===== src/hw/rtl/dkr_pkg.sv =====
// Shared types, constants and the key color table for the debounced keypad reporter.
package dkr_pkg;

  localparam int NUM_KEYS  = 6;
  localparam int TIME_BITS = 32;
  localparam int MAX_KEYS  = 8;
  localparam int KEY_IDX_W = 3;

  localparam int DEBOUNCE_W = 16;
  localparam int INTERVAL_W = 16;
  localparam int SLEEP_W    = 20;
  localparam int CFG_DATA_W = 20;
  localparam int CFG_IDX_W  = 2;

  localparam int RAW_W     = 6;
  localparam int STAMP_W   = 32;
  localparam int COLOR_W   = 24;
  localparam int SENDS_W   = 2;

  // Width wide enough for both a time difference and the widest delay register.
  localparam int CMP_W     = (TIME_BITS > SLEEP_W) ? TIME_BITS : SLEEP_W;
  // Width wide enough for both the timestamp port and the internal time.
  localparam int STAMP_EXT_W = (TIME_BITS > STAMP_W) ? TIME_BITS : STAMP_W;

  localparam logic [CFG_IDX_W-1:0] REG_DEBOUNCE = 2'd0;
  localparam logic [CFG_IDX_W-1:0] REG_INTERVAL = 2'd1;
  localparam logic [CFG_IDX_W-1:0] REG_SLEEP    = 2'd2;

  localparam logic [DEBOUNCE_W-1:0] DEBOUNCE_RST = 16'd50;
  localparam logic [INTERVAL_W-1:0] INTERVAL_RST = 16'd250;
  localparam logic [SLEEP_W-1:0]    SLEEP_RST    = 20'd5000;

  localparam logic [COLOR_W-1:0] COLOR_OFF = 24'h000000;

  typedef logic [TIME_BITS-1:0] time_t;

  // What one lane found for its key in the current poll.
  typedef struct packed {
    logic stable_next;
    logic changed;
    logic rise;
  } lane_t;

  typedef struct packed {
    logic [RAW_W-1:0]   packed_states;
    logic [SENDS_W-1:0] send_count;
    logic               led_write;
    logic [COLOR_W-1:0] led_color;
    logic               sleep_request;
  } result_t;

  // Keys six and seven reuse the colors of keys zero and one.
  function automatic logic [COLOR_W-1:0] key_color(input logic [KEY_IDX_W-1:0] idx);
    logic [COLOR_W-1:0] color;
    unique case (idx)
      3'd0:    color = 24'hFF9800;
      3'd1:    color = 24'hD32F2F;
      3'd2:    color = 24'h2196F3;
      3'd3:    color = 24'h4CAF50;
      3'd4:    color = 24'h9C27B0;
      3'd5:    color = 24'h00BCD4;
      3'd6:    color = 24'hFF9800;
      default: color = 24'hD32F2F;
    endcase
    return color;
  endfunction

endpackage


===== src/hw/rtl/debounced_keypad_reporter.sv =====
// Top level of the debounced keypad reporter: config registers, key lanes, merge and output stage.
// A poll transferred at an edge is registered in the output register, or in the skid stage if stalled.
// Throughput: one poll per cycle while in_stall is low; lanes and merging stage are combinational.
// A stalled output parks one result in a skid stage; while it is full, in_stall stalls the input.
// Reset (rst, synchronous, active high) clears all key states and timers, arms sleep,
// empties the output stage and loads the config registers with 50, 250 and 5000 ms.
module debounced_keypad_reporter (
  input  logic                               clk,
  input  logic                               rst,

  input  logic                               cfg_write,
  input  logic [dkr_pkg::CFG_IDX_W-1:0]      cfg_index,
  input  logic [dkr_pkg::CFG_DATA_W-1:0]     cfg_data,

  input  logic                               in_valid,
  output logic                               in_stall,
  input  logic [dkr_pkg::RAW_W-1:0]          raw_levels,
  input  logic [dkr_pkg::STAMP_W-1:0]        time_now,

  output logic                               out_valid,
  input  logic                               out_stall,
  output logic [dkr_pkg::RAW_W-1:0]          packed_states,
  output logic [dkr_pkg::SENDS_W-1:0]        send_count,
  output logic                               led_write,
  output logic [dkr_pkg::COLOR_W-1:0]        led_color,
  output logic                               sleep_request
);

  logic [dkr_pkg::DEBOUNCE_W-1:0] debounce_ms;
  logic [dkr_pkg::INTERVAL_W-1:0] update_interval_ms;
  logic [dkr_pkg::SLEEP_W-1:0]    sleep_delay_ms;

  logic                             accept;
  logic [dkr_pkg::MAX_KEYS-1:0]     raw_ext;
  logic [dkr_pkg::STAMP_EXT_W-1:0]  stamp_ext;
  dkr_pkg::time_t                   now;
  dkr_pkg::lane_t                   lanes [dkr_pkg::NUM_KEYS];
  dkr_pkg::result_t                 result;
  dkr_pkg::result_t                 out_data;

  // Configuration writes land directly; an index past the last register is dropped.
  always_ff @(posedge clk) begin
    if (rst) begin
      debounce_ms        <= dkr_pkg::DEBOUNCE_RST;
      update_interval_ms <= dkr_pkg::INTERVAL_RST;
      sleep_delay_ms     <= dkr_pkg::SLEEP_RST;
    end else if (cfg_write) begin
      unique case (cfg_index)
        dkr_pkg::REG_DEBOUNCE: debounce_ms        <= cfg_data[dkr_pkg::DEBOUNCE_W-1:0];
        dkr_pkg::REG_INTERVAL: update_interval_ms <= cfg_data[dkr_pkg::INTERVAL_W-1:0];
        dkr_pkg::REG_SLEEP:    sleep_delay_ms     <= cfg_data[dkr_pkg::SLEEP_W-1:0];
        default: begin
        end
      endcase
    end
  end

  // A poll is taken at every edge where the output stage still has room.
  assign accept = in_valid && !in_stall;

  // Raw bits above the key count are ignored; the timestamp wraps at the internal time width.
  assign raw_ext   = dkr_pkg::MAX_KEYS'(raw_levels);
  assign stamp_ext = dkr_pkg::STAMP_EXT_W'(time_now);
  assign now       = stamp_ext[dkr_pkg::TIME_BITS-1:0];

  // One lane per key: each tracks its own level, restart time and stable state.
  for (genvar k = 0; k < dkr_pkg::NUM_KEYS; k++) begin : g_lane
    dkr_lane u_lane (
      .clk         (clk),
      .rst         (rst),
      .accept      (accept),
      .raw_bit     (raw_ext[k]),
      .now         (now),
      .debounce_ms (debounce_ms),
      .lane        (lanes[k])
    );
  end

  // The merging stage owns the global timers: last periodic send, release time, sleep arming.
  dkr_merge u_merge (
    .clk                (clk),
    .rst                (rst),
    .accept             (accept),
    .lanes              (lanes),
    .now                (now),
    .update_interval_ms (update_interval_ms),
    .sleep_delay_ms     (sleep_delay_ms),
    .result             (result)
  );

  // The result of every transfer goes into the output register, or the skid stage if stalled.
  dkr_outbuf u_outbuf (
    .clk       (clk),
    .rst       (rst),
    .in_valid  (in_valid),
    .in_data   (result),
    .in_stall  (in_stall),
    .out_valid (out_valid),
    .out_data  (out_data),
    .out_stall (out_stall)
  );

  assign packed_states = out_data.packed_states;
  assign send_count    = out_data.send_count;
  assign led_write     = out_data.led_write;
  assign led_color     = out_data.led_color;
  assign sleep_request = out_data.sleep_request;

  // The skid stage only fills behind a valid output register.
  a_skid_behind_out: assert property (@(posedge clk) disable iff (rst)
    in_stall |-> out_valid)
    else $error("skid stage holds a result while the output register is empty");

  // A sleep request always writes the LED off.
  a_sleep_led_off: assert property (@(posedge clk) disable iff (rst)
    (out_valid && sleep_request) |-> (led_write && (led_color == dkr_pkg::COLOR_OFF)))
    else $error("sleep request without an LED off write");

  // Once the output drains with no new poll offered, the input side is free again.
  a_stall_clears: assert property (@(posedge clk) disable iff (rst)
    (out_valid && !out_stall && !in_valid) |=> !in_stall)
    else $error("input still stalled after the output drained");

endmodule


===== src/hw/rtl/dkr_lane.sv =====
// One debounce lane: holds the last reading, change time and stable state of one key.
module dkr_lane (
  input  logic                               clk,
  input  logic                               rst,
  input  logic                               accept,
  input  logic                               raw_bit,
  input  dkr_pkg::time_t                     now,
  input  logic [dkr_pkg::DEBOUNCE_W-1:0]     debounce_ms,
  output dkr_pkg::lane_t                     lane
);

  logic           last_bit;
  logic           stable_bit;
  dkr_pkg::time_t change_time;
  dkr_pkg::time_t change_time_next;
  dkr_pkg::time_t elapsed;
  logic           settled;
  logic           flip;

  // A level change restarts the debounce time at this poll.
  assign change_time_next = (raw_bit != last_bit) ? now : change_time;
  assign elapsed          = now - change_time_next;
  assign settled          = dkr_pkg::CMP_W'(elapsed) > dkr_pkg::CMP_W'(debounce_ms);
  assign flip             = settled && (raw_bit != stable_bit);

  assign lane.changed     = flip;
  assign lane.rise        = flip & raw_bit;
  assign lane.stable_next = flip ? raw_bit : stable_bit;

  always_ff @(posedge clk) begin
    if (rst) begin
      last_bit    <= 1'b0;
      stable_bit  <= 1'b0;
      change_time <= '0;
    end else if (accept) begin
      last_bit    <= raw_bit;
      stable_bit  <= lane.stable_next;
      change_time <= change_time_next;
    end
  end

endmodule


===== src/hw/rtl/dkr_merge.sv =====
// Merging stage: combines the lane findings into sends, LED writes and the sleep request.
module dkr_merge (
  input  logic                               clk,
  input  logic                               rst,
  input  logic                               accept,
  input  dkr_pkg::lane_t                     lanes [dkr_pkg::NUM_KEYS],
  input  dkr_pkg::time_t                     now,
  input  logic [dkr_pkg::INTERVAL_W-1:0]     update_interval_ms,
  input  logic [dkr_pkg::SLEEP_W-1:0]        sleep_delay_ms,
  output dkr_pkg::result_t                   result
);

  logic           prev_any_held;
  logic           sleep_armed;
  dkr_pkg::time_t last_send_time;
  dkr_pkg::time_t release_time;

  logic [dkr_pkg::MAX_KEYS-1:0]  stable_ext;
  logic                          changed;
  logic                          rise_any;
  logic                          any_held;
  logic [dkr_pkg::KEY_IDX_W-1:0] active;
  logic                          released;
  logic                          periodic;
  logic                          sleep_armed_next;
  dkr_pkg::time_t                release_time_next;
  dkr_pkg::time_t                send_elapsed;
  dkr_pkg::time_t                idle_elapsed;
  logic                          sleep_req;
  logic [dkr_pkg::COLOR_W-1:0]   color;

  always_comb begin
    stable_ext = '0;
    changed    = 1'b0;
    rise_any   = 1'b0;
    active     = '0;
    for (int i = 0; i < dkr_pkg::NUM_KEYS; i++) begin
      stable_ext[i] = lanes[i].stable_next;
      changed       = changed | lanes[i].changed;
      if (lanes[i].rise) begin
        rise_any = 1'b1;
        active   = dkr_pkg::KEY_IDX_W'(i);
      end
    end
  end

  assign any_held = |stable_ext;
  assign released = !any_held && prev_any_held;

  // A new press disarms sleep; a full release re-arms it and restarts the idle time.
  assign sleep_armed_next  = released ? 1'b1 : (rise_any ? 1'b0 : sleep_armed);
  assign release_time_next = released ? now : release_time;

  assign send_elapsed = now - last_send_time;
  assign periodic     = any_held &&
                        (dkr_pkg::CMP_W'(send_elapsed) > dkr_pkg::CMP_W'(update_interval_ms));

  assign idle_elapsed = now - release_time_next;
  assign sleep_req    = sleep_armed_next &&
                        (dkr_pkg::CMP_W'(idle_elapsed) > dkr_pkg::CMP_W'(sleep_delay_ms));

  assign color = (released || sleep_req || !rise_any) ? dkr_pkg::COLOR_OFF
                                                      : dkr_pkg::key_color(active);

  assign result.packed_states = stable_ext[dkr_pkg::RAW_W-1:0];
  assign result.send_count    = {1'b0, changed} + {1'b0, released} + {1'b0, periodic};
  assign result.led_write     = changed | released | sleep_req;
  assign result.led_color     = color;
  assign result.sleep_request = sleep_req;

  always_ff @(posedge clk) begin
    if (rst) begin
      prev_any_held  <= 1'b0;
      sleep_armed    <= 1'b1;
      last_send_time <= '0;
      release_time   <= '0;
    end else if (accept) begin
      prev_any_held <= any_held;
      sleep_armed   <= sleep_armed_next;
      release_time  <= release_time_next;
      if (periodic) begin
        last_send_time <= now;
      end
    end
  end

endmodule


===== src/hw/rtl/dkr_outbuf.sv =====
// Output register with a skid stage so the input side can take one more poll under a stall.
module dkr_outbuf (
  input  logic             clk,
  input  logic             rst,
  input  logic             in_valid,
  input  dkr_pkg::result_t in_data,
  output logic             in_stall,
  output logic             out_valid,
  output dkr_pkg::result_t out_data,
  input  logic             out_stall
);

  logic             skid_valid;
  dkr_pkg::result_t skid_data;
  logic             push;
  logic             pop;

  assign in_stall = skid_valid;
  assign push     = in_valid && !skid_valid;
  assign pop      = out_valid && !out_stall;

  always_ff @(posedge clk) begin
    if (rst) begin
      out_valid  <= 1'b0;
      skid_valid <= 1'b0;
    end else if (pop || !out_valid) begin
      out_valid  <= skid_valid | push;
      skid_valid <= 1'b0;
    end else if (push) begin
      skid_valid <= 1'b1;
    end
  end

  always_ff @(posedge clk) begin
    if (pop || !out_valid) begin
      out_data <= skid_valid ? skid_data : in_data;
    end else if (push) begin
      skid_data <= in_data;
    end
  end

endmodule


===== config.mk =====
export PLATFORM = sky130hd
export DESIGN_NAME = debounced_keypad_reporter
export DESIGN_NICKNAME = d
export VERILOG_FILES = /design/src/hw/rtl/dkr_pkg.sv /design/src/hw/rtl/debounced_keypad_reporter.sv /design/src/hw/rtl/dkr_lane.sv /design/src/hw/rtl/dkr_merge.sv /design/src/hw/rtl/dkr_outbuf.sv
export SDC_FILE = /design/constraint.sdc
export NUM_CORES = 2
export LEC_CHECK = 0
export BUFFER_PORTS_ARGS = -buffer_cell sky130_fd_sc_hd__buf_2
export CORE_MARGIN = 2
export CORE_UTILIZATION = 65
export DETAILED_ROUTE_END_ITERATION = 7
export PLACE_DENSITY = 0.92
export SYNTH_ARGS = -nofsm -noshare
export SYNTH_HDL_FRONTEND = slang
export SYNTH_SLANG_ARGS = --single-unit

===== constraint.sdc =====
create_clock -name clk -period 14.9 [get_ports clk]
set_clock_uncertainty 0.05 [all_clocks]
set_input_delay 0 -clock clk [delete_from_list [all_inputs] [get_ports clk]]
set_output_delay 0 -clock clk [all_outputs]
set_load 0.01 [all_outputs]

# After elaboration in Yosys (flattened, before gate mapping)
# Cells that the tools add are included.
op_classes:
  add_sub_neg: 10
  n_mul: 0
  div: 0
  order_cmp: 8
  eq_ne: 19
  n_shift: 0
  muxes: 29
  bitwise_logic: 15
  n_reduce_logical: 29
op_table:
  columns: ["cell", "count"]
  rows:
  - ["32-bit subtractor", 8]
  - ["32-bit by 16-bit > comparator with 1-bit output", 7]
  - ["32-bit two-way mux", 7]
  - ["24-bit case mux with 5 select lines", 1]
  - ["34-bit two-way mux", 1]
  - ["32-bit by 20-bit > comparator with 1-bit output", 1]
  - ["24-bit two-way mux", 1]
  - ["1-bit two-way mux", 15]
  - ["1-bit inequality test", 12]
  - ["1-bit logical AND", 11]
  - ["2-bit AND reduction", 5]
  - ["3-bit == test, second input constant", 3]
  - ["1-bit OR", 8]
  - ["1-bit bitwise AND", 6]
  - ["3-bit by 2-bit == test with 1-bit output, second input constant", 2]
  - ["3-bit two-way mux", 2]
  - ["6-bit OR reduction", 1]
  - ["1-bit logical NOT", 5]
  - ["2-bit two-way mux", 2]
  - ["2-bit OR reduction", 2]
  - ["3-bit logical NOT", 1]
  - ["1-bit logical OR", 3]
  - ["1-bit by 1-bit adder with 2-bit output", 1]
  - ["2-bit by 1-bit adder with 2-bit output", 1]
  - ["4 further kinds", 4]
totals:
  reg_bits: 392
  latch_bits: 0
  mem_bits_rw: 0
  mem_bits_ro: 0
  inputBits: 65
  output_inout_bits: 36
  mem_count: 0

# Longest topological paths before layout
logic_depth:
  depth_word: 19
  mapped_depth: 54

# By module
# Synthesis repeated with hierarchy kept, for this count alone.
hier_totals:
  cells_unflattened: 4945
  area_unflattened_um2: 39053.7
modules_own_cells:
  columns: ["mod", "n_inst", "cells_per_inst", "area_each_um2", "seq_area_each_um2"]
  rows:
  - ["dkr_lane (g_lane[0].u_lane ...)", 4, 594, 4393.0, 680.7]
  - ["dkr_merge", 1, 1038, 7873.8, 1321.3]
  - ["dkr_lane (g_lane[2].u_lane)", 1, 628, 4535.6, 680.7]
  - ["dkr_lane (g_lane[1].u_lane)", 1, 584, 4269.1, 680.7]
  - ["dkr_outbuf", 1, 113, 2666.3, 2082.0]
  - ["debounced_keypad_reporter", 1, 206, 2137.0, 1041.0]

# Least setup slack after synthesis
# Ideal clock, no wire load.
synth_path:
  path_type: "reg2reg"
  startpoint: "reg g_lane[5].u_lane.last_bit"
  endpoint: "reg u_outbuf.skid_data[25] (netlist bit), data pin"
  t_arrival_ps: 10315
  required_ps: 14584
  slack_ps: 4270
  path_stages_with_launch: 49
  n_path_buf: 4
  period_less_slack_ps: 10630
  path_cell_list: "dfxtp_1 -> xnor2_1 -> clkbuf_1 -> clkbuf_1 -> a21oi_1 -> ha_1 -> clkbuf_1 -> nand2_1 -> or3_1 -> o22ai_1 -> a21o_1 -> nor2_1 -> xnor2_1 -> ha_1 -> a211oi_1 -> o21ai_0 -> o2111ai_1 -> o2111ai_1 -> [13 not listed] -> and3_1 -> nand2b_1 -> a21o_1 -> a21o_1 -> xor2_1 -> ha_1 -> nand4_1 -> nor4_1 -> a221oi_1 -> o21ai_0 -> a221oi_1 -> o21ai_0 -> a211o_1 -> nor4_1 -> and3_1 -> or4b_1 -> a21oi_1 -> or3b_1"
synth_rtl:
  columns: ["element", "line_no", "rtl"]
  rows:
  - ["start: declaration", "dkr_lane.sv:12", "logic last_bit;"]
  - ["start signal: assignment", "dkr_lane.sv:36", "last_bit <= raw_bit;"]
  - ["end signal: assignment", "dkr_outbuf.sv:38", "skid_data <= in_data;"]
  - ["end: declaration", "dkr_outbuf.sv:14", "dkr_pkg::result_t skid_data;"]

==> impl_results.md <==
- Fin Hold WS: between 100 and 150 ps
- Status: complete, no violations
- Netlist cell types: 105
- Worst Path Class, Setup: reg2reg
- Leak: 15.6 nW
- CTS tree: yes
- Min-delay src: cfg_data[7]
- Synth Flop Type: dfxtp_1
- Pins Over Slew Limit: 0
- Routed wire length: between 100 and 150 mm
- Post-route clock period utilization: 90.0%
- Hold Path Class: in2reg
- Flop-to-flop setup slack: around 1500 ps
- CP startpoint kind: register
- Clock Path Buffers: 3
- Nets: 5,139
- Seq. cell area: about 8300 um^2
- CP Data Arrival Time: 13,720 ps
- Maximum vdd drop: 0.110 mV
- Syn Inst Count: around 4,700
- Worst Max-Slew Pin Slew: 1310 ps
- Die width: approximately 240 um
- Max_cap viols: 0
- Clock sinks: 384
- Routed Antenna Nets: 0
- R2r startpoint: g_lane[0].u_lane.last_bit$_SDFFE_PP0P_
- Port bufs: 99
- Net Sw Power: 1.58 mW
- I/O Pins: 101
- Placed Cells incl. Taps: 5,366
- Ys async rst share: 0%
- Reg power frac: 28.4%
- Combined area of the multi-input logic cells: around 26,000 um^2
- CP most frequent cell: nor4_1
- Finished Layout Cells: about 5,500
- Global-route wire length before repair: about 190 mm
- Grt peak-use layer: met2
- Seq cells post-synth: 384
- Initial Util: 65.7%
- First-pass DRT Iterations: 8
- Post-synthesis cell area: 36,100 um^2
- Routed len/inst: between 20 and 25 um
- Layout cells sized above 1: between 6 and 7%
- Area after DPL: 36,900 um^2
- Met1 usage: 52.6%
- Internal: between 2 and 2.5 mW
- Yosys warns: 0
- Final instance area: roughly 39,000 um^2
- Switch share: 38.9%
- Die area: about 57,000 um^2
- Syn nets: 5,153
- Post-Syn Area per Cell: 7.61 um^2
- Area share of the largest cell type after synthesis: 18.0%
- Hold Path Depth: 3
- Met3 GRT Util: 8.44%
- Crit-path max FO: 35
- Combinational group share of total power: between 40 and 50%
- Vias/cell: 6.76
- Clk pwr share: about 30%
- Residual DRC: 0
- Worst Setup End Kind: register
- Sequential area share after synthesis: 23.0%
- Setup TNS: 0 ps
- Post-synth EDFFs: 60
- Commonest cells in the netlist: nand2_1, a21oi_1, nor2_1, ha_1, dfxtp_1
- Final setup vio count: 0
- Tot GR Track Use: 41.4%
- Root buf cell: clkbuf_16
- Core area: 55,000 um^2
- Area leader, netlist: dfxtp_1
- CTS Hold Bufs: 67
- F_max: 74.6 MHz
- M2 GR Usage: a little over three fifths
- Power per cell area: 104 nW/um^2
- Synth area leaders: dfxtp_1, ha_1, a21oi_1
- Largest net degree at the start of global routing: 180
- Vias in the first global route: 34,681
- Filler cell count: 4,319
- Clock transition at path regs: 70 ps
- Post-CTS Resized: 0
- Htree depth: 2
- Num CTS Buffers: 45
- Die span in y: 240 um
- Slowest CP cell: nor4_1
- Initial antenna violation count: 7
- Worst-skew pair later-pin latency: 630 ps
- Overflow after GRT: 0
- DP HPWL: 85.1 mm
- Worst R2R End: u_outbuf.skid_data[25]$_DFFE_PP_
- Slew headroom: 12.5%
- Vias: between 30,000 and 40,000
- Hold EP: update_interval_ms[7]$_SDFFE_PP1P_
- # rows: 86
- Worst reg2reg path depth: 45
- RSZ-0062 raised after global routing: false
- Minimum clock period: between 10,000 and 15,000 ps
- Layout area overhead: 8.65%
- Slowest stage delay, CP: 1010 ps
- Routability-driven placement congestion ratio: 1.04
- Final Hold Fails: 0
- DR iter-0 viols: approximately 4,400
- Post-CTS setup buffer count: 0
- CP Data Required Time: between 15,000 and 20,000 ps
- Most numerous cell in the Yosys netlist: nand2_1
layer usage:
metal	share of wire, %	vias up
met5	0.011	-
met1	39	17239
met2	42	2210
met3	11	587
met4	7.7	2
li1	-	17281
worst max-delay path, delay by kind of cell, from the launching register on:
family	cells	cell delay [ps]
compound gates	16	3650
simple gates	16	4690
fa+ha+maj	4	1170
mux	3	850
buf+inv	3	1040
xor+xnor	3	1170
flops	1	470
layout by cell type, fill, tap and decap left out, drive strengths merged, types with 80 or more instances in the layout:
cell	netlist	final
xor2	85	85
nand3	80	80
buf	57	144
mux2i	231	231
a21oi	501	501
inv	173	178
a21o	108	108
ha	337	337
nor2	359	359
nand2b	176	176
o21ai	232	232
nand2	622	622
xnor2	124	124
dfxtp	324	324
a211oi	115	115
through the flow:
stage	worst slack (ps)	utilization, %	power (mW)
after CTS	1900	71.3	4.01
final	1490	71.4	4.07
after detailed placement	1990	67.1	2.76
after global placement	2340	67.1	2.73
after global routing	939	71.4	4.27
after floorplan	4270	-	2.36
cell type report:
cell class,instances,share of cell area (%)
multi-input cells,3915,66.7
flip-flops and latches,384,21.1
repair buffers,211,3.89
clock buffers,55,3.12
well taps,748,2.39
inverters,175,1.67
clock inverters,28,1.05
diodes,6,0.0383
worst max path at each step:
stage	from	to	slack [ps]	cells after the start
finish	g_lane[0].u_lane.last_bit$_SDFFE_PP0P_	u_outbuf.skid_data[25]$_DFFE_PP_	1490	45
global route	g_lane[0].u_lane.last_bit$_SDFFE_PP0P_	u_outbuf.skid_data[25]$_DFFE_PP_	940	45
CTS	g_lane[0].u_lane.last_bit$_SDFFE_PP0P_	u_outbuf.skid_data[25]$_DFFE_PP_	1900	45
detailed placement	g_lane[0].u_lane.last_bit$_SDFFE_PP0P_	u_outbuf.skid_data[25]$_DFFE_PP_	1990	45
global placement	g_lane[0].u_lane.last_bit$_SDFFE_PP0P_	u_outbuf.skid_data[25]$_DFFE_PP_	2340	45
floorplan	g_lane[5].u_lane.last_bit$_SDFFE_PP0P_	u_outbuf.skid_data[25]$_DFFE_PP_	4270	48
power groups by stage:
stage	Sequential (mW)	Clock (mW)	Combinational [mW]
detailed placement	1.18	0	1.59
global route	1.16	1.28	1.83
CTS	1.15	1.23	1.62
floorplan	1.17	0	1.19
global placement	1.17	0	1.56
finish	1.16	1.24	1.68
registers in the layout, summed over array words and instances, names as in the netlist:
name,count
u_merge.prev_any_held,1
u_outbuf.out_data,30
u_merge.release_time,32
sleep_delay_ms,20
g_lane.u_lane.last_bit,6
g_lane.u_lane.change_time,192
u_merge.last_send_time,32
u_merge.sleep_armed,1
debounce_ms,16
u_outbuf.skid_data,30
u_outbuf.in_stall,1
u_outbuf.out_valid,1
update_interval_ms,16
g_lane.u_lane.stable_bit,6
cells by family after synthesis:
family                   after synthesis  synth area share [%]
AO/OA/AOI/OAI                       1440                  25.7
XOR/XNOR                             209                  5.13
buffers and inverters                447                  4.93
flip-flops                           384                  23.0
multiplexers                         251                  7.05
other                                  1                0.0104
adder cells (fa/ha/maj)              356                  12.3
AND/OR/NAND/NOR                     1658                  21.9
Power figures use the tool's default switching activity.
